$ cat config.mk
export PLATFORM = sky130hd
export DESIGN_NAME = lru_page_replacement_core_flat
export DESIGN_NICKNAME = d
export VERILOG_FILES = /design/src/hdl/lrupr_pkg.sv /design/src/hdl/lrupr_cfg_if.sv /design/src/hdl/lrupr_req_if.sv /design/src/hdl/lrupr_res_if.sv /design/src/hdl/lru_page_replacement_core.sv /design/src/hdl/lrupr_cell.sv /design/src/hdl/lrupr_ctrl.sv /design/src/flat_wrapper.sv
export SDC_FILE = /design/constraint.sdc
export NUM_CORES = 1
export LEC_CHECK = 0
export BUFFER_PORTS_ARGS = -buffer_cell sky130_fd_sc_hd__buf_2
export CORE_MARGIN = 2
export CORE_UTILIZATION = 47
export DETAILED_ROUTE_END_ITERATION = 6
export PLACE_DENSITY_LB_ADDON = 0.08
export SLEW_MARGIN = 20
export SYNTH_ARGS = -nofsm -noshare
export SYNTH_HDL_FRONTEND = slang
export SYNTH_SLANG_ARGS = --single-unit
$ cat constraint.sdc
create_clock -name clk -period 4.6 [get_ports clk]
set_input_delay 0.46 -clock clk [delete_from_list [all_inputs] [get_ports clk]]
set_output_delay 0.46 -clock clk [all_outputs]
set_load 0.05 [all_outputs]
$ cat src/hdl/lrupr_pkg.sv
// ----------------------------------------------------------------------------
// LRU page replacement package
// Sizes, scan token and update command shared by the frame cells and control.
// ----------------------------------------------------------------------------
package lrupr_pkg;

	localparam int FRAMES    = 16;
	localparam int PAGE_BITS = 16;
	localparam int IDX_W     = (FRAMES > 1) ? $clog2(FRAMES) : 1;
	localparam int RANK_W    = IDX_W;
	localparam int CNT_W     = $clog2(FRAMES + 1);

	localparam int PAGE_FW   = 16;
	localparam int FIDX_FW   = 4;
	localparam int FAULT_FW  = 16;
	localparam int NF_W      = 5;

	localparam logic [NF_W-1:0] NF_RESET = NF_W'(16);

	typedef logic [PAGE_BITS-1:0] page_t;
	typedef logic [IDX_W-1:0]     idx_t;
	typedef logic [RANK_W-1:0]    rank_t;
	typedef logic [CNT_W-1:0]     cnt_t;

	typedef struct packed {
		logic  hit;
		idx_t  hit_idx;
		rank_t hit_rank;
		logic  empty;
		idx_t  empty_idx;
		rank_t best_rank;
		idx_t  best_idx;
		page_t best_page;
	} tok_t;

	localparam tok_t TOK_INIT = '0;

	typedef struct packed {
		logic  en;
		logic  clr;
		idx_t  idx;
		logic  load;
		logic  tgt_valid;
		rank_t rank;
		page_t page;
	} upd_t;

	typedef struct packed {
		logic                hit;
		logic [FIDX_FW-1:0]  frame_index;
		logic                evicted_valid;
		logic [PAGE_FW-1:0]  evicted_page;
		logic [FAULT_FW-1:0] fault_count;
	} res_t;

endpackage

$ cat src/hdl/lrupr_cfg_if.sv
// ----------------------------------------------------------------------------
// Configuration write channel
// Carries the active frame count with a valid/ready transfer.
// ----------------------------------------------------------------------------
interface lrupr_cfg_if import lrupr_pkg::*; ();
	logic            valid;
	logic            ready;
	logic [NF_W-1:0] num_frames;

	modport source (output valid, output num_frames, input ready);
	modport sink (input valid, input num_frames, output ready);
endinterface

$ cat src/hdl/lrupr_req_if.sv
// ----------------------------------------------------------------------------
// Reference request channel
// Carries one page reference per valid/ready transfer.
// ----------------------------------------------------------------------------
interface lrupr_req_if import lrupr_pkg::*; ();
	logic               valid;
	logic               ready;
	logic [PAGE_FW-1:0] page_number;
	logic               end_of_string;

	modport source (output valid, output page_number, output end_of_string, input ready);
	modport sink (input valid, input page_number, input end_of_string, output ready);
endinterface

$ cat src/hdl/lrupr_res_if.sv
// ----------------------------------------------------------------------------
// Replacement result channel
// Carries one lookup result per valid/ready transfer.
// ----------------------------------------------------------------------------
interface lrupr_res_if import lrupr_pkg::*; ();
	logic                valid;
	logic                ready;
	logic                hit;
	logic [FIDX_FW-1:0]  frame_index;
	logic                evicted_valid;
	logic [PAGE_FW-1:0]  evicted_page;
	logic [FAULT_FW-1:0] fault_count;

	modport source (output valid, output hit, output frame_index, output evicted_valid,
		output evicted_page, output fault_count, input ready);
	modport sink (input valid, input hit, input frame_index, input evicted_valid,
		input evicted_page, input fault_count, output ready);
endinterface

$ cat src/hdl/lru_page_replacement_core.sv
// ----------------------------------------------------------------------------
// LRU page replacement core
// Fully associative LRU frame table built as a row of frame cells.
//
// Channels: req takes one page reference (page_number, end_of_string) per
// transfer; res returns one result (hit, frame_index, evicted_valid,
// evicted_page, fault_count) per reference; cfg writes num_frames, the count
// of active frames, and is always ready.
// Sequence: req is ready only while idle, so one reference is in flight at a
// time; the scan token steps through one frame cell per cycle, then the
// control decides and loads the output register (waiting while an untaken
// result still holds it) before req is ready again.
// Reset: all frames empty, fault count zero, num_frames 16.
// Stall: a held result waits in the output register while the next reference
// is taken and scanned; a second result holds until the first transfers.
// end_of_string empties the table and the fault count after its result.
// ----------------------------------------------------------------------------
module lru_page_replacement_core import lrupr_pkg::*; (
	input  logic        clk,
	input  logic        arst_n,
	lrupr_cfg_if.sink   cfg,
	lrupr_req_if.sink   req,
	lrupr_res_if.source res
);

	tok_t  tok_chain [FRAMES+1];
	logic  go_chain  [FRAMES+1];
	page_t key;
	cnt_t  n_act;
	upd_t  upd;

	assign tok_chain[0] = TOK_INIT;

	lrupr_ctrl u_ctrl (
		.clk      (clk),
		.arst_n   (arst_n),
		.cfg      (cfg),
		.req      (req),
		.res      (res),
		.key      (key),
		.n_act    (n_act),
		.go0      (go_chain[0]),
		.go_last  (go_chain[FRAMES]),
		.tok_last (tok_chain[FRAMES]),
		.upd      (upd)
	);

	for (genvar i = 0; i < FRAMES; i++) begin : g_cell
		lrupr_cell u_cell (
			.clk     (clk),
			.arst_n  (arst_n),
			.idx     (IDX_W'(i)),
			.n_act   (n_act),
			.key     (key),
			.go_in   (go_chain[i]),
			.tok_in  (tok_chain[i]),
			.upd     (upd),
			.go_out  (go_chain[i+1]),
			.tok_out (tok_chain[i+1])
		);
	end

endmodule

$ cat src/hdl/lrupr_cell.sv
// ----------------------------------------------------------------------------
// LRU frame cell
// Holds one frame, folds it into the passing scan token, applies updates.
// ----------------------------------------------------------------------------
module lrupr_cell import lrupr_pkg::*; (
	input  logic  clk,
	input  logic  arst_n,
	input  idx_t  idx,
	input  cnt_t  n_act,
	input  page_t key,
	input  logic  go_in,
	input  tok_t  tok_in,
	input  upd_t  upd,
	output logic  go_out,
	output tok_t  tok_out
);

	page_t page_q;
	logic  valid_q;
	rank_t rank_q;
	logic  go_q;
	tok_t  tok_q;
	tok_t  tok_nxt;
	logic  active;
	logic  ages;

	assign active = CNT_W'(idx) < n_act;

	always_comb begin
		tok_nxt = tok_in;
		if (active) begin
			if (!tok_in.hit && valid_q && (page_q == key)) begin
				tok_nxt.hit      = 1'b1;
				tok_nxt.hit_idx  = idx;
				tok_nxt.hit_rank = rank_q;
			end
			if (!tok_in.empty && !valid_q) begin
				tok_nxt.empty     = 1'b1;
				tok_nxt.empty_idx = idx;
			end
			if (rank_q >= tok_in.best_rank) begin
				tok_nxt.best_rank = rank_q;
				tok_nxt.best_idx  = idx;
				tok_nxt.best_page = page_q;
			end
		end
	end

	always_ff @(posedge clk or negedge arst_n) begin
		if (!arst_n) begin
			go_q <= 1'b0;
		end else begin
			go_q <= go_in;
		end
	end

	always_ff @(posedge clk) begin
		tok_q <= tok_nxt;
	end

	assign ages = valid_q && (!upd.tgt_valid || (rank_q < upd.rank));

	always_ff @(posedge clk or negedge arst_n) begin
		if (!arst_n) begin
			valid_q <= 1'b0;
			rank_q  <= '0;
		end else if (upd.en) begin
			if (upd.clr) begin
				valid_q <= 1'b0;
				rank_q  <= '0;
			end else if (upd.idx == idx) begin
				valid_q <= 1'b1;
				rank_q  <= '0;
			end else if (ages) begin
				rank_q <= rank_q + RANK_W'(1);
			end
		end
	end

	always_ff @(posedge clk) begin
		if (upd.en && !upd.clr && upd.load && (upd.idx == idx)) begin
			page_q <= upd.page;
		end
	end

	assign go_out  = go_q;
	assign tok_out = tok_q;

endmodule

$ cat src/hdl/lrupr_ctrl.sv
// ----------------------------------------------------------------------------
// LRU replacement control
// Takes references, launches the scan, picks the frame, issues the update.
// ----------------------------------------------------------------------------
module lrupr_ctrl import lrupr_pkg::*; (
	input  logic              clk,
	input  logic              arst_n,
	lrupr_cfg_if.sink         cfg,
	lrupr_req_if.sink         req,
	lrupr_res_if.source       res,
	output page_t             key,
	output cnt_t              n_act,
	output logic              go0,
	input  logic              go_last,
	input  tok_t              tok_last,
	output upd_t              upd
);

	localparam logic [1:0] ST_IDLE = 2'd0;
	localparam logic [1:0] ST_SCAN = 2'd1;
	localparam logic [1:0] ST_HOLD = 2'd2;

	logic [1:0]          state_q;
	logic [NF_W-1:0]     nf_q;
	page_t               key_q;
	logic                eos_q;
	logic                go0_q;
	logic [FAULT_FW-1:0] fault_q;
	logic [FAULT_FW-1:0] fault_nxt;
	res_t                res_q;
	res_t                out_q;
	logic                out_v_q;
	logic                decide;
	logic                evict;
	idx_t                pick;
	logic                load_out;

	assign cfg.ready = 1'b1;
	assign req.ready = (state_q == ST_IDLE);

	always_comb begin
		if (nf_q == '0) begin
			n_act = CNT_W'(1);
		end else if (32'(nf_q) > 32'(FRAMES)) begin
			n_act = CNT_W'(FRAMES);
		end else begin
			n_act = CNT_W'(nf_q);
		end
	end

	assign decide   = (state_q == ST_SCAN) && go_last;
	assign evict    = !tok_last.hit && !tok_last.empty;
	assign load_out = (state_q == ST_HOLD) && (!out_v_q || res.ready);

	always_comb begin
		if (tok_last.hit) begin
			pick = tok_last.hit_idx;
		end else if (tok_last.empty) begin
			pick = tok_last.empty_idx;
		end else begin
			pick = tok_last.best_idx;
		end
		if (tok_last.hit || (fault_q == '1)) begin
			fault_nxt = fault_q;
		end else begin
			fault_nxt = fault_q + FAULT_FW'(1);
		end
	end

	always_comb begin
		upd.en        = decide;
		upd.clr       = eos_q;
		upd.idx       = pick;
		upd.load      = !tok_last.hit;
		upd.tgt_valid = tok_last.hit || evict;
		upd.rank      = tok_last.hit ? tok_last.hit_rank : tok_last.best_rank;
		upd.page      = key_q;
	end

	always_ff @(posedge clk or negedge arst_n) begin
		if (!arst_n) begin
			state_q <= ST_IDLE;
			nf_q    <= NF_RESET;
			go0_q   <= 1'b0;
			fault_q <= '0;
			out_v_q <= 1'b0;
		end else begin
			go0_q <= 1'b0;
			if (cfg.valid) begin
				nf_q <= cfg.num_frames;
			end
			case (state_q)
				ST_IDLE: begin
					if (req.valid) begin
						go0_q   <= 1'b1;
						state_q <= ST_SCAN;
					end
				end
				ST_SCAN: begin
					if (go_last) begin
						fault_q <= eos_q ? '0 : fault_nxt;
						state_q <= ST_HOLD;
					end
				end
				ST_HOLD: begin
					if (load_out) begin
						state_q <= ST_IDLE;
					end
				end
				default: begin
					state_q <= ST_IDLE;
				end
			endcase
			if (load_out) begin
				out_v_q <= 1'b1;
			end else if (res.ready) begin
				out_v_q <= 1'b0;
			end
		end
	end

	always_ff @(posedge clk) begin
		if (req.valid && req.ready) begin
			key_q <= req.page_number[PAGE_BITS-1:0];
			eos_q <= req.end_of_string;
		end
		if (decide) begin
			res_q.hit           <= tok_last.hit;
			res_q.frame_index   <= FIDX_FW'(pick);
			res_q.evicted_valid <= evict;
			res_q.evicted_page  <= evict ? PAGE_FW'(tok_last.best_page) : '0;
			res_q.fault_count   <= fault_nxt;
		end
		if (load_out) begin
			out_q <= res_q;
		end
	end

	assign key = key_q;
	assign go0 = go0_q;

	assign res.valid         = out_v_q;
	assign res.hit           = out_q.hit;
	assign res.frame_index   = out_q.frame_index;
	assign res.evicted_valid = out_q.evicted_valid;
	assign res.evicted_page  = out_q.evicted_page;
	assign res.fault_count   = out_q.fault_count;

endmodule

$ cat src/flat_wrapper.sv
// flat-port wrapper written by rule: the top's interface ports become plain ports
module lru_page_replacement_core_flat import lrupr_pkg::*;
  (clk, arst_n, cfg_valid, cfg_num_frames, cfg_ready, req_valid, req_page_number, req_end_of_string, req_ready, res_valid, res_hit, res_frame_index, res_evicted_valid, res_evicted_page, res_fault_count, res_ready);
  lrupr_cfg_if cfg_i ();
  lrupr_req_if req_i ();
  lrupr_res_if res_i ();
  input  logic clk;
  input  logic arst_n;
  input wire logic [$bits(cfg_i.valid)-1:0] cfg_valid;
  input wire logic [$bits(cfg_i.num_frames)-1:0] cfg_num_frames;
  output wire logic [$bits(cfg_i.ready)-1:0] cfg_ready;
  input wire logic [$bits(req_i.valid)-1:0] req_valid;
  input wire logic [$bits(req_i.page_number)-1:0] req_page_number;
  input wire logic [$bits(req_i.end_of_string)-1:0] req_end_of_string;
  output wire logic [$bits(req_i.ready)-1:0] req_ready;
  output wire logic [$bits(res_i.valid)-1:0] res_valid;
  output wire logic [$bits(res_i.hit)-1:0] res_hit;
  output wire logic [$bits(res_i.frame_index)-1:0] res_frame_index;
  output wire logic [$bits(res_i.evicted_valid)-1:0] res_evicted_valid;
  output wire logic [$bits(res_i.evicted_page)-1:0] res_evicted_page;
  output wire logic [$bits(res_i.fault_count)-1:0] res_fault_count;
  input wire logic [$bits(res_i.ready)-1:0] res_ready;
  assign cfg_i.valid = cfg_valid;
  assign cfg_i.num_frames = cfg_num_frames;
  assign cfg_ready = cfg_i.ready;
  assign req_i.valid = req_valid;
  assign req_i.page_number = req_page_number;
  assign req_i.end_of_string = req_end_of_string;
  assign req_ready = req_i.ready;
  assign res_valid = res_i.valid;
  assign res_hit = res_i.hit;
  assign res_frame_index = res_i.frame_index;
  assign res_evicted_valid = res_i.evicted_valid;
  assign res_evicted_page = res_i.evicted_page;
  assign res_fault_count = res_i.fault_count;
  assign res_i.ready = res_ready;
  lru_page_replacement_core u_core (.clk(clk), .arst_n(arst_n), .cfg(cfg_i), .req(req_i), .res(res_i));
endmodule
==> results by group <==
Run status
  – Status: finished clean

GRT
  – Total GRT Usage: 20.75%
  – Met1 usage: 25.87%
  – Met2 Use GR: 37.31%
  – Global-route wire length before repair: 138,200 microns
  – Global route total overflow: 0
  – Initial antenna violation count: 0
  – Met3 Usage GRT: 2.560%
  – Largest net degree at the start of global routing: 101
  – Vias in the first global route: 23.64k
  – Busiest grt layer: met2

CTS
  – Hold-fix buffers at CTS: 20
  – Postcts setup bufs: 0
  – CTS Buffer Depth: 3
  – CTS H-Tree Depth: 3
  – Skew-Pair Late Insertion Delay: 0.67 ns
  – Post_cts resized: 0
  – CTS Buf Count: 106
  – Root buffer cell: clkbuf_16
  – CTS sink cnt: 1,033
  – CTS clk-pin slew, worst paths: 0.06 ns
  – CTS tree: built

Place
  – DPL Wire Length: 63,850 microns
  – I/O Buffers: 66
  – GPL Wtd Cong: 0.8359
  – Placed cells: 4,074

Power and ir drop
  – Tot Pwr: 19.15 mW
  – NetSw: 4.099 mW
  – Switching share of total power: 21.41%
  – Clk pwr share: 44.4%
  – Reg power frac: 51.4%
  – Cell Pwr Density: 425.4 mW/mm^2
  – P_int: 15.05 mW
  – Pleak: 17.73 nW
  – Max IR drop VDD: 379.3 uV
  – Combinational Power Share: 4.2%

Floorplanning
  – # IOs: 68
  – # rows: 106
  – Die X: 293.7 microns
  – Core area: 0.08342 sq mm
  – Die Footprint: 0.08629 sq mm
  – Die H: 293.7 microns
  – Starting Density: 47.30%

Synth
  – Syn nets: 3,128
  – Mapped Cells: 2,976
  – Syn avg cell area: 13.26 sq um
  – Fraction of registers with async set/reset: 11.71%
  – Cell variety after synth: 61
  – Register area share after synthesis: 62.80%
  – Number of enable flip-flop cells after synthesis: 349
  – Ys flop type: dfxtp_1
  – Ys Warns: 0
  – Cell area after synthesis: 0.03946 sq mm
  – Yosys reg bits: 1,033

Critical path
  – Element type at the critical path end: flop
  – Reg2Reg Setup Slack: 1.17 ns
  – Crit path required time: 5.12 ns
  – CP arrival: 3.95 ns
  – CP cell instances: o21a_1, clkinv_1, nor2_1, a21oi_1, a32oi_1, o21ai_0
  – Max incr delay on CP: 0.89 ns
  – Startpoint types: flop
  – Worst path slowest cell: dfxtp_1
  – Setup CP Type: reg -> reg
  – Worst Path Max Fanout: 21

Timing
  – Worst-margin pin slew: 1.112 ns
  – Tcrit/Tclk final: 74.59%
  – Slew Viols, Final: 0
  – Max_slew headroom: 25.81%
  – Min Tclk post-route: 3.431 ns
  – RSZ-0062 raised after global routing: no
  – Final setup violation count: 0
  – F_max: 291.4 MHz
  – Final hold vios: 0
  – Clock Skew: 0.02940 ns
  – Setup TNS: 0 ns

Run
  – Total of max-cap violations: 0

Route
  – Via density: 5.209
  – Routed len/inst: 20.58 microns
  – First DRT Iteration DRCs: 1,249
  – DRC: 0
  – Antenna-violating nets left: 0
  – Vias post-DR: 22.38k
  – Pre-antenna DRT Iters: 5
  – Total Wirelength: 88,430 microns

Layout
  – Area added between synthesis and finish: 14.07%
  – Nets: 3,275
  – Layout cells sized above 1: 25.07%
  – Non-filler cells, final: 4,296

Min path
  – Worst min path class: in -> reg
## cell families after synthesis
group	count (synthesis)	share of synthesized area, %
flip-flops	1033	62.80
buffers and inverters	220	2.366
adder cells (fa/ha/maj)	125	3.964
AND/OR/NAND/NOR	617	8.831
other	1	0.009504
multiplexers	376	10.66
XOR/XNOR	271	6.015
AO/OA/AOI/OAI	333	5.353
## stage by stage
step	setup slack [ns]	area (sq um)	hold slack, ns	util, %
3_3_place_gp	1.404	41230	0.3322	49.42
2_1_floorplan	1.411	39460	0.1644	-
6_report	1.169	45010	0.06069	53.96
3_5_place_dp	1.254	41230	0.3347	49.42
4_1_cts	1.222	44960	0.009319	53.89
5_1_grt	0.9561	45010	0.02590	53.95
## cells in the final DEF (no fill, tap or decap), types with 11 or more instances in the layout
cell type      synthesis  routed
buf_2                 41      65
nor2b_1               47      44
edfxtp_1             349     349
clkbuf_16              0     108
o21ai_0               86      86
nor3_1                32      32
mux2i_1               22      22
or2_2                 92      92
xnor2_1              137     137
nor4_1                33      33
ha_1                 125     125
dfrtp_1              120     120
buf_4                  7      80
a31oi_1               39      39
dlygate4sd3_1          0      20
clkbuf_8               0      24
xor2_1               134     134
clkinv_2               0      26
nand4_1               42      42
dfxtp_1              563     563
a21o_1                38      38
inv_1                 86      86
nand2b_1              41      41
nor2_1                93      78
clkbuf_1              74      18
o21bai_1              14      14
a21oi_1               78      78
mux2_2               354     354
nand4b_1              11      11
or4_1                 13      13
nand2_1               98      97
and2_1                26      26
nand3_1               48      48
o31ai_1               15      15
clkinv_1               2      12
## cell type report
class                   count  area, sq um
fillers                  7010        38410
clock inverters            50        426.7
well taps                1080         1351
clock buffers             150         3100
repair buffers            168         1185
flip-flops and latches   1033        24780
diodes                      1        2.502
multi-input cells        1723        13820
inverters                  91        342.8
## sequential cells by signal, summed over array words and instances, names as in the netlist, 2 cells and up
register and flops:
u_core.g_cell.u_cell.page_q 256, u_core.u_ctrl.nf_q 5, u_core.g_cell.u_cell.go_out 16, u_core.g_cell.u_cell.valid_q 16, u_core.u_ctrl.res.evicted_page 16, u_core.u_ctrl.res_q 38
u_core.g_cell.u_cell.rank_q 64, u_core.u_ctrl.key 16, u_core.u_ctrl.res.fault_count 16, u_core.g_cell.u_cell.tok_out 563, u_core.u_ctrl.state_q 2, u_core.u_ctrl.res.frame_index 4
u_core.u_ctrl.fault_q 16
## power by group through the flow
| stage | registers, mW | clock network (mW) | logic (mW) |
|---|---|---|---|
| 2_1_floorplan | 9.98 | 0 | 0.570 |
| 3_3_place_gp | 10.0 | 0 | 0.781 |
| 3_5_place_dp | 10.0 | 0 | 0.788 |
| 4_1_cts | 9.85 | 8.71 | 0.809 |
| 5_1_grt | 9.87 | 9.09 | 0.874 |
| 6_report | 9.84 | 8.50 | 0.800 |
## metal layers
metal,vias up,wire length (microns)
met3,138,2684
met2,409,45310
met4,0,2387
met5,-,0
li1,10840,-
met1,11000,38050
## worst max-delay path: cells and delay by family, from the launching register on
kind,cells,cell delay [ns]
buffers and inverters,1,0.40
flip-flops,1,0.89
AO/OA/AOI/OAI,4,1.19
AND/OR/NAND/NOR,1,0.80
## synthesized netlist by cell type, types with 38 or more instances
cell type	number	area, sq um
xnor2_1	137	1200
nor2b_1	47	294.0
nand2b_1	41	256.5
o21ai_0	86	430.4
buf_2	41	205.2
inv_1	86	322.8
nand3_1	48	240.2
mux2_2	354	3986
a31oi_1	39	244.0
clkbuf_1	74	277.8
ha_1	125	1564
dfxtp_1	563	11270
a21o_1	38	285.3
edfxtp_1	349	10480
nand4_1	42	262.8
nor2_1	93	349.1
dfrtp_1	120	3003
a21oi_1	78	390.4
xor2_1	134	1174
or2_2	92	575.6
nand2_1	98	367.9
## worst paths after layout
kind,from,cells past startpoint,end
min in group asynchronous,arst_n,2,u_core.u_ctrl.nf_q[0]
max in group asynchronous,arst_n,4,u_core.g_cell[14].u_cell.rank_q[3]
hold reg to reg,u_core.g_cell[8].u_cell.go_out,0,u_core.g_cell[9].u_cell.go_out
hold / removal,cfg_num_frames[2],2,u_core.u_ctrl.nf_q[2]
setup / recovery,u_core.g_cell[15].u_cell.tok_out[37],6,u_core.g_cell[2].u_cell.rank_q[1]
setup reg to reg,u_core.g_cell[15].u_cell.tok_out[37],6,u_core.g_cell[2].u_cell.rank_q[1]
No activity file was read; power rests on OpenSTA's default activity.
